--- config.mk ---
export PLATFORM = sky130hd
export DESIGN_NAME = led_rainbow_fade_sequencer_unit
export DESIGN_NICKNAME = d
export VERILOG_FILES = /design/src/rtl/lrfs_pkg.sv /design/src/rtl/led_rainbow_fade_sequencer_unit.sv /design/src/rtl/lrfs_useq.sv /design/src/rtl/lrfs_datapath.sv
export SDC_FILE = /design/constraint.sdc
export NUM_CORES = 1
export LEC_CHECK = 0
export ABC_CLOCK_PERIOD_IN_PS = 4780
export BUFFER_PORTS_ARGS = -buffer_cell sky130_fd_sc_hd__buf_2
export CELL_PAD_IN_SITES_DETAIL_PLACEMENT = 1
export CELL_PAD_IN_SITES_GLOBAL_PLACEMENT = 2
export CORE_MARGIN = 1.5
export CORE_UTILIZATION = 35
export DETAILED_ROUTE_END_ITERATION = 8
export PLACE_DENSITY_LB_ADDON = 0.1
export SETUP_SLACK_MARGIN = 0.02
export SYNTH_ARGS = -nofsm -noshare
export SYNTH_HDL_FRONTEND = slang
export SYNTH_SLANG_ARGS = --single-unit
--- constraint.sdc ---
create_clock -name clk -period 4.78 [get_ports clk]
set_input_delay 0.478 -clock clk [delete_from_list [all_inputs] [get_ports clk]]
set_output_delay 0.478 -clock clk [all_outputs]
set_load 0.005 [all_outputs]
--- src/rtl/lrfs_pkg.sv ---
// ---------------------------------------------------------------------------
// lrfs_pkg
// Shared types, constants, microcode table and channel math for the LED
// rainbow fade sequencer.
// ---------------------------------------------------------------------------
`default_nettype none

package lrfs_pkg;

  localparam int NUM_LEDS_DEF = 4;

  localparam int          CHAN_W        = 8;
  localparam int          PH_W          = 3;
  localparam int          COL_W         = 3 * CHAN_W;
  localparam int          IDX_W         = 6;
  localparam logic [7:0]  CHAN_MAX      = 8'hFF;
  localparam logic [7:0]  FADE_STEP_RST = 8'd5;

  // fade phases
  localparam logic [2:0] PH_WHITE     = 3'd0;
  localparam logic [2:0] PH_RED       = 3'd1;
  localparam logic [2:0] PH_YELLOW    = 3'd2;
  localparam logic [2:0] PH_GREEN     = 3'd3;
  localparam logic [2:0] PH_TURQUOISE = 3'd4;
  localparam logic [2:0] PH_BLUE      = 3'd5;
  localparam logic [2:0] PH_INDIGO    = 3'd6;

  // microcode program steps
  localparam int         PC_W      = 2;
  localparam logic [1:0] STEP_IDLE = 2'd0;
  localparam logic [1:0] STEP_READ = 2'd1;
  localparam logic [1:0] STEP_UPD  = 2'd2;
  localparam logic [1:0] STEP_NEXT = 2'd3;

  // jump conditions
  localparam logic [1:0] COND_NONE     = 2'd0;
  localparam logic [1:0] COND_NO_IN    = 2'd1;
  localparam logic [1:0] COND_OUT_BUSY = 2'd2;
  localparam logic [1:0] COND_NOT_LAST = 2'd3;

  typedef struct packed {
    logic       take_in;  // input channel open
    logic       rd;       // read LED stores at current index
    logic       upd;      // compute, write back, load result register
    logic       nxt;      // advance LED index
    logic [1:0] cond;     // jump condition
    logic [1:0] tgt;      // jump target
  } ctrl_t;

  typedef struct packed {
    logic out_busy;  // result register full and stalled
    logic led_last;  // current LED is the final one
  } stat_t;

  // control store
  function automatic ctrl_t ucode(input logic [PC_W-1:0] pc);
    ctrl_t cw;
    cw = '0;
    unique case (pc)
      STEP_IDLE: begin
        cw.take_in = 1'b1;
        cw.cond    = COND_NO_IN;
        cw.tgt     = STEP_IDLE;
      end
      STEP_READ: begin
        cw.rd   = 1'b1;
        cw.cond = COND_NONE;
        cw.tgt  = STEP_IDLE;
      end
      STEP_UPD: begin
        cw.upd  = 1'b1;
        cw.cond = COND_OUT_BUSY;
        cw.tgt  = STEP_UPD;
      end
      STEP_NEXT: begin
        // falls through to idle (wraps) after the last LED
        cw.nxt  = 1'b1;
        cw.cond = COND_NOT_LAST;
        cw.tgt  = STEP_READ;
      end
      default: begin
        cw = '0;
      end
    endcase
    return cw;
  endfunction

  // target corner, red in the top byte
  function automatic logic [COL_W-1:0] corner(input logic [PH_W-1:0] ph);
    logic [COL_W-1:0] c;
    c = '0;
    unique case (ph)
      PH_WHITE:     c = {CHAN_MAX, CHAN_MAX, CHAN_MAX};
      PH_RED:       c = {CHAN_MAX, 8'h00,    8'h00};
      PH_YELLOW:    c = {CHAN_MAX, CHAN_MAX, 8'h00};
      PH_GREEN:     c = {8'h00,    CHAN_MAX, 8'h00};
      PH_TURQUOISE: c = {8'h00,    CHAN_MAX, CHAN_MAX};
      PH_BLUE:      c = {8'h00,    8'h00,    CHAN_MAX};
      PH_INDIGO:    c = {CHAN_MAX, 8'h00,    CHAN_MAX};
      default:      c = '0;
    endcase
    return c;
  endfunction

  // one channel toward 0 or full scale, saturating
  function automatic logic [CHAN_W-1:0] move_chan(input logic [CHAN_W-1:0] lvl,
                                                  input logic              up,
                                                  input logic [CHAN_W-1:0] step);
    logic [CHAN_W:0] sum;
    logic [CHAN_W-1:0] res;
    sum = {1'b0, lvl} + {1'b0, step};
    if (up) begin
      res = sum[CHAN_W] ? CHAN_MAX : sum[CHAN_W-1:0];
    end else begin
      res = (lvl > step) ? (lvl - step) : '0;
    end
    return res;
  endfunction

endpackage

`default_nettype wire

--- src/rtl/led_rainbow_fade_sequencer_unit.sv ---
// ---------------------------------------------------------------------------
// led_rainbow_fade_sequencer_unit
// Per-tick rainbow fade of a string of LEDs, one colour result per LED.
// ---------------------------------------------------------------------------
// Usage:
//  - Input channel (in_valid / in_stall / in_restart): one transaction is one
//    update tick. in_restart = 1 clears all colours and sets each LED's phase
//    to its index mod 7 before the tick is applied.
//  - Result channel (out_valid / out_stall / payload): NUM_LEDS transactions
//    per tick, LED 0 first; out_last marks the final LED.
//  - cfg_wr_en / cfg_fade_step: writes the fade step; only while idle.
// Timing:
//  - A microcoded sequencer runs a 4-step program: idle, read, update, next.
//    Each LED goes through read, update and next on the single-port stores;
//    LED 0's result reaches the result register after its read and update
//    steps, and each tick also spends one idle step.
//  - While out_stall holds the result register full, the update step waits;
//    no result is lost. in_stall stays high until the tick is fully issued.
// Reset: synchronous, active low. Fade step returns to 5, colours read as zero
//  and phases as index mod 7 (per-LED valid bits, no clearing pass).
// ---------------------------------------------------------------------------
`default_nettype none

module led_rainbow_fade_sequencer_unit #(
  parameter int NUM_LEDS = lrfs_pkg::NUM_LEDS_DEF
) (
  input  wire                          clk,
  input  wire                          rst_n,
  // tick input
  input  wire                          in_valid,
  output logic                         in_stall,
  input  wire                          in_restart,
  // per-LED results
  output logic                         out_valid,
  input  wire                          out_stall,
  output logic [lrfs_pkg::IDX_W-1:0]   out_led_index,
  output logic [lrfs_pkg::CHAN_W-1:0]  out_red,
  output logic [lrfs_pkg::CHAN_W-1:0]  out_green,
  output logic [lrfs_pkg::CHAN_W-1:0]  out_blue,
  output logic                         out_last,
  // configuration
  input  wire                          cfg_wr_en,
  input  wire  [lrfs_pkg::CHAN_W-1:0]  cfg_fade_step
);

  lrfs_pkg::ctrl_t ctrl;
  lrfs_pkg::stat_t stat;
  logic            in_accept;

  // input channel opens only on the idle step
  assign in_stall  = !ctrl.take_in;
  assign in_accept = in_valid && !in_stall;

  lrfs_useq u_useq (
    .clk      (clk),
    .rst_n    (rst_n),
    .in_valid (in_valid),
    .stat     (stat),
    .ctrl     (ctrl)
  );

  lrfs_datapath #(
    .NUM_LEDS (NUM_LEDS)
  ) u_datapath (
    .clk           (clk),
    .rst_n         (rst_n),
    .ctrl          (ctrl),
    .in_accept     (in_accept),
    .in_restart    (in_restart),
    .cfg_wr_en     (cfg_wr_en),
    .cfg_fade_step (cfg_fade_step),
    .stat          (stat),
    .out_valid     (out_valid),
    .out_stall     (out_stall),
    .out_led_index (out_led_index),
    .out_red       (out_red),
    .out_green     (out_green),
    .out_blue      (out_blue),
    .out_last      (out_last)
  );

`ifndef ASSERT_OFF
  // a tick just taken keeps the input closed while its LEDs are walked
  a_busy_after_take: assert property (@(posedge clk) disable iff (!rst_n)
    in_accept |=> in_stall)
    else $error("input reopened right after a tick transaction");

  // last flag only on the final LED
  a_last_index: assert property (@(posedge clk) disable iff (!rst_n)
    (out_valid && out_last) |-> (out_led_index == lrfs_pkg::IDX_W'(NUM_LEDS - 1)))
    else $error("out_last on a non-final LED");

  // index stays within the string
  a_index_range: assert property (@(posedge clk) disable iff (!rst_n)
    out_valid |-> ({1'b0, out_led_index} < 7'(NUM_LEDS)))
    else $error("LED index out of range");
`endif

endmodule

`default_nettype wire

--- src/rtl/lrfs_useq.sv ---
// ---------------------------------------------------------------------------
// lrfs_useq
// Microcode sequencer: step counter, control store lookup, conditional jumps.
// ---------------------------------------------------------------------------
`default_nettype none

module lrfs_useq (
  input  wire                  clk,
  input  wire                  rst_n,
  input  wire                  in_valid,
  input  wire lrfs_pkg::stat_t stat,
  output lrfs_pkg::ctrl_t      ctrl
);

  logic [lrfs_pkg::PC_W-1:0] pc_r;
  logic [lrfs_pkg::PC_W-1:0] pc_nxt;
  logic                      jump;

  assign ctrl = lrfs_pkg::ucode(pc_r);

  always_comb begin
    unique case (ctrl.cond)
      lrfs_pkg::COND_NONE:     jump = 1'b0;
      lrfs_pkg::COND_NO_IN:    jump = !in_valid;
      lrfs_pkg::COND_OUT_BUSY: jump = stat.out_busy;
      lrfs_pkg::COND_NOT_LAST: jump = !stat.led_last;
      default:                 jump = 1'b0;
    endcase
    pc_nxt = jump ? ctrl.tgt : lrfs_pkg::PC_W'(pc_r + 1'b1);
  end

  always_ff @(posedge clk) begin
    if (!rst_n) begin
      pc_r <= lrfs_pkg::STEP_IDLE;
    end else begin
      pc_r <= pc_nxt;
    end
  end

endmodule

`default_nettype wire

--- src/rtl/lrfs_datapath.sv ---
// ---------------------------------------------------------------------------
// lrfs_datapath
// LED index, phase and colour stores with valid bits, fade math, result
// register and the fade step register.
// ---------------------------------------------------------------------------
`default_nettype none

module lrfs_datapath #(
  parameter int NUM_LEDS = lrfs_pkg::NUM_LEDS_DEF
) (
  input  wire                                clk,
  input  wire                                rst_n,
  input  wire lrfs_pkg::ctrl_t               ctrl,
  input  wire                                in_accept,
  input  wire                                in_restart,
  input  wire                                cfg_wr_en,
  input  wire  [lrfs_pkg::CHAN_W-1:0]        cfg_fade_step,
  output lrfs_pkg::stat_t                    stat,
  output logic                               out_valid,
  input  wire                                out_stall,
  output logic [lrfs_pkg::IDX_W-1:0]         out_led_index,
  output logic [lrfs_pkg::CHAN_W-1:0]        out_red,
  output logic [lrfs_pkg::CHAN_W-1:0]        out_green,
  output logic [lrfs_pkg::CHAN_W-1:0]        out_blue,
  output logic                               out_last
);

  localparam int LED_W = (NUM_LEDS > 1) ? $clog2(NUM_LEDS) : 1;
  localparam int CW    = lrfs_pkg::CHAN_W;

  logic [LED_W-1:0]             led_cnt_r;
  logic [lrfs_pkg::PH_W-1:0]    ph7_r;      // led index mod 7
  logic [NUM_LEDS-1:0]          vld_r;
  logic [CW-1:0]                fade_r;
  logic                         out_valid_r;

  logic [lrfs_pkg::PH_W-1:0]    ph_mem  [NUM_LEDS];
  logic [lrfs_pkg::COL_W-1:0]   col_mem [NUM_LEDS];
  logic [lrfs_pkg::PH_W-1:0]    ph_rd_r;
  logic [lrfs_pkg::COL_W-1:0]   col_rd_r;

  logic                         led_last;
  logic                         out_busy;
  logic                         do_upd;
  logic [lrfs_pkg::PH_W-1:0]    ph_cur;
  logic [lrfs_pkg::COL_W-1:0]   col_cur;
  logic [lrfs_pkg::COL_W-1:0]   tgt;
  logic [lrfs_pkg::PH_W-1:0]    ph_new;
  logic [lrfs_pkg::COL_W-1:0]   col_new;

  assign led_last      = (led_cnt_r == LED_W'(NUM_LEDS - 1));
  assign out_busy      = out_valid_r && out_stall;
  assign do_upd        = ctrl.upd && !out_busy;
  assign stat.out_busy = out_busy;
  assign stat.led_last = led_last;
  assign out_valid     = out_valid_r;

  // entries not written since restart read as their reset value
  always_comb begin
    ph_cur  = vld_r[led_cnt_r] ? ph_rd_r : ph7_r;
    col_cur = vld_r[led_cnt_r] ? col_rd_r : '0;
    tgt     = lrfs_pkg::corner(ph_cur);
    ph_new  = ph_cur;
    col_new = col_cur;
    if (ph_cur > lrfs_pkg::PH_INDIGO) begin
      ph_new = lrfs_pkg::PH_WHITE;
    end else if (col_cur == tgt) begin
      ph_new = (ph_cur == lrfs_pkg::PH_INDIGO) ? lrfs_pkg::PH_WHITE
                                               : lrfs_pkg::PH_W'(ph_cur + 1'b1);
    end else begin
      for (int c = 0; c < 3; c++) begin
        col_new[c*CW +: CW] = lrfs_pkg::move_chan(col_cur[c*CW +: CW],
                                                  tgt[c*CW], fade_r);
      end
    end
  end

  // LED stores
  always_ff @(posedge clk) begin
    if (do_upd) begin
      ph_mem[led_cnt_r]  <= ph_new;
      col_mem[led_cnt_r] <= col_new;
    end
    if (ctrl.rd) begin
      ph_rd_r  <= ph_mem[led_cnt_r];
      col_rd_r <= col_mem[led_cnt_r];
    end
  end

  // control state
  always_ff @(posedge clk) begin
    if (!rst_n) begin
      led_cnt_r   <= '0;
      ph7_r       <= lrfs_pkg::PH_WHITE;
      vld_r       <= '0;
      fade_r      <= lrfs_pkg::FADE_STEP_RST;
      out_valid_r <= 1'b0;
    end else begin
      if (cfg_wr_en) begin
        fade_r <= cfg_fade_step;
      end
      if (in_accept) begin
        led_cnt_r <= '0;
        ph7_r     <= lrfs_pkg::PH_WHITE;
        if (in_restart) begin
          vld_r <= '0;
        end
      end
      if (do_upd) begin
        vld_r[led_cnt_r] <= 1'b1;
      end
      if (ctrl.nxt && !led_last) begin
        led_cnt_r <= LED_W'(led_cnt_r + 1'b1);
        ph7_r     <= (ph7_r == lrfs_pkg::PH_INDIGO) ? lrfs_pkg::PH_WHITE
                                                    : lrfs_pkg::PH_W'(ph7_r + 1'b1);
      end
      if (do_upd) begin
        out_valid_r <= 1'b1;
      end else if (!out_stall) begin
        out_valid_r <= 1'b0;
      end
    end
  end

  // result payload
  always_ff @(posedge clk) begin
    if (do_upd) begin
      out_led_index <= lrfs_pkg::IDX_W'(led_cnt_r);
      out_red       <= col_new[2*CW +: CW];
      out_green     <= col_new[CW +: CW];
      out_blue      <= col_new[0 +: CW];
      out_last      <= led_last;
    end
  end

endmodule

`default_nettype wire

==> flow_summary.json <==
{
  "status": "finished, final reports clean",
  "clk_latency_ns": 0.44,
  "hold_depth": 3,
  "post-place-ws_ns": 0.397,
  "end_kind": "register",
  "busiest_layer": "met2",
  "tightest_slew_ns": 1.03,
  "grt_max_degree": 34,
  "synth-seq-area-share_pct": 53.5,
  "viasPerCell": 5.37,
  "clock.fmax_mhz": 225,
  "drc": 0,
  "maxSlewHeadroom_pct": 30.8,
  "netlist_area_mm2": 0.00984,
  "crit_arrival_ns": 4.60,
  "syn_area_per_cell_um2": 12.7,
  "core.rowCount": 61,
  "post_cts_resized": 0,
  "met1_usage_pct": 28.2,
  "synthTopCellsByCount": "edfxtp_1, ha_1, nand2_1, inv_1, o21ai_0",
  "yosysTopAreaCell": "edfxtp_1",
  "htreeDepth": 4,
  "cts_sinks": 182,
  "fill_cells": 2932,
  "hold_buffers": 0,
  "p_leak_nw": 4.07,
  "grt_pass1_vias": 6882,
  "fin_nets": 895,
  "whs_endpoint": "u_datapath.fade_r[2]$_SDFFE_PN1P_",
  "async_flop_share_pct": 0,
  "crit_fanout": 33,
  "crit_required_ns": 4.94,
  "power_density_mw_per_mm2": 523,
  "vias": 6463,
  "cts_buffers": 17,
  "synthTopCellsByArea": "edfxtp_1, ha_1, mux4_2, dfxtp_1, mux2i_1",
  "synth_cells": 773,
  "cts_tree": "built",
  "yosys_warnings": 0,
  "setup_slack_ns": 0.335,
  "fin_area_mm2": 0.0110,
  "overflow": 0,
  "fin_crit_ns": 4.45,
  "r2r_slack_ns": 0.33,
  "start_util_pct": 35.5,
  "die-area_mm2": 0.0291,
  "use_met2_pct": 32.0,
  "cts_setup_buffers": 0,
  "dr.pass1.iters": 5,
  "worst_r2r_endpoint": "u_datapath.col_mem[0][10]$_DFFE_PP_",
  "synth_edf_count": 162,
  "dp_cells": 1172,
  "start_kind": "register",
  "r2r_start": "u_datapath.led_cnt_r[0]$_SDFFE_PN0P_",
  "reg2regPathDepth": 12,
  "synth.top_cell.area_share_pct": 49.4,
  "first_iter_violations": 354,
  "die_y_um": 171,
  "setup_viol": 0,
  "rsz0062_at_grt": "false",
  "ys_ff_latch": 182,
  "crit_path_start": "u_datapath.led_cnt_r[0]$_SDFFE_PN0P_",
  "wl_per_cell_um": 23.0,
  "hold_violations": 0,
  "ys_types": 63,
  "place_area_mm2": 0.0105,
  "antenna_found_initial": 0,
  "grt_usage_pct": 20.0,
  "yosys_most_used_dff": "edfxtp_1",
  "finalClockSkew_ns": 0.0190,
  "ios": 47,
  "stdcell_count": 1204,
  "critPathKind": "reg2reg",
  "cts_buffer_depth": 2,
  "dp_hpwl_mm": 19.7,
  "area_growth_pct": 12.2,
  "dieWidth_um": 171,
  "drv_slew": 0,
  "tns_ns": 0,
  "n_antenna_cell": 0,
  "ir_drop_mv": 0.281,
  "use_met3_pct": 3.08,
  "gp_congestion": 0.875,
  "synth.most_common_cell": "edfxtp_1",
  "layout_worst_path_cycle_share_pct": 93.0,
  "routed_wl_mm": 27.7,
  "clk_pin_slew_ns": 0.09,
  "hold_path_class": "in2reg",
  "core_mm2": 0.0277,
  "portBuffers": 42,
  "grt_pass1_wl_mm": 42.5,
  "ant_nets": 0,
  "drive_gt1_share_pct": 16.5,
  "min_from": "cfg_fade_step[2]",
  "root_buffer": "clkbuf_16",
  "drv_cap": 0
}
cell type report:
type / instances / area (um^2) / share of cell area (%)
flip-flops and latches: 182 / 5270 / 47.7
multi-input cells: 517 / 4270 / 38.7
well taps: 378 / 473 / 4.28
clock buffers: 17 / 425 / 3.85
repair buffers: 52 / 285 / 2.58
clock inverters: 15 / 163 / 1.47
inverters: 43 / 161 / 1.46
cell usage in the layout, fill, tap and decap left out, types with 10 or more instances in the layout:
cell type	count
mux4_2	28
nor2b_1	30
a21oi_1	28
nand3_1	10
o211ai_1	10
nand2_1	45
buf_4	10
o21ai_0	38
inv_1	43
clkbuf_16	17
nor2_1	28
edfxtp_1	162
and2_1	20
nor3_1	25
ha_1	61
buf_2	42
a31oi_1	10
nand2b_1	10
dfxtp_1	19
mux2i_1	30
kinds of logic (layout without fill, tap and decap cells):
| logic type | Yosys count | after routing | synth area share [%] |
|---|---|---|---|
| buffers and inverters | 77 | 127 | 3.28 |
| multiplexers | 74 | 74 | 11.7 |
| adder cells (fa/ha/maj) | 71 | 71 | 9.42 |
| other | 1 | 4 | 0.0381 |
| XOR/XNOR | 5 | 5 | 0.445 |
| flip-flops | 182 | 182 | 53.5 |
| AO/OA/AOI/OAI | 141 | 141 | 9.29 |
| AND/OR/NAND/NOR | 222 | 222 | 12.3 |
worst max-delay path: stages (launching register included):
cell and delay, ns:
dfxtp_2 0.35, mux4_2 0.82, nand2_1 0.31, inv_1 0.07, ha_1 0.21, fa_1 0.45, nor2b_1 0.18, o21ai_0 0.33
a31oi_1 0.43, nand2_1 0.23, o31ai_1 0.09, a311o_1 0.33, mux2_2 0.34
per-stage QoR:
| step | power [mW] | hold slack (ns) | utilization [%] |
|---|---|---|---|
| 2_1_floorplan | 3.67 | 0.507 | - |
| 3_3_place_gp | 4.35 | 0.531 | 37.7 |
| 3_5_place_dp | 4.41 | 0.549 | 37.7 |
| 4_1_cts | 5.84 | 0.276 | 39.9 |
| 5_1_grt | 6.10 | 0.277 | 39.9 |
| 6_report | 5.78 | 0.284 | 39.9 |
power by group:
group | total (mW) | leakage (nW) | internal, mW | switching (mW)
Clock | 1.41 | 0.288 | 0.701 | 0.707
Combinational | 1.95 | 2.13 | 0.678 | 1.27
Sequential | 2.42 | 1.65 | 2.28 | 0.144
layer usage:
layer | part of all wire [%] | up-vias
li1 | - | 2988
met1 | 47 | 3299
met2 | 47 | 147
met3 | 3.5 | 29
met4 | 2.2 | 0
met5 | 0 | -
registers in the layout (all words and copies together), names as in the netlist:
name and flops:
u_datapath.out_red 8, u_datapath.led_cnt_r 2, u_datapath.ph7_r 3, u_datapath.col_rd_r 24
u_datapath.ph_rd_r 3, u_datapath.out_valid 1, u_datapath.ph_mem 12, u_datapath.out_led_index 2
u_useq.pc_r 2, u_datapath.col_mem 96, u_datapath.out_green 8, u_datapath.fade_r 8
u_datapath.vld_r 4, u_datapath.out_blue 8, u_datapath.out_last 1
worst max path at each step:
| stage | endpoint | slack (ns) |
|---|---|---|
| after floorplan | u_datapath.col_mem[0][4]$_DFFE_PP_ | 0.60 |
| after global placement | u_datapath.col_mem[0][10]$_DFFE_PP_ | 0.54 |
| after detailed placement | u_datapath.col_mem[2][11]$_DFFE_PP_ | 0.40 |
| after CTS | u_datapath.col_mem[0][10]$_DFFE_PP_ | 0.38 |
| after global routing | u_datapath.out_green[3]$_DFFE_PP_ | 0.04 |
| final | u_datapath.col_mem[0][10]$_DFFE_PP_ | 0.33 |
No activity file was read; power rests on OpenSTA's default activity.
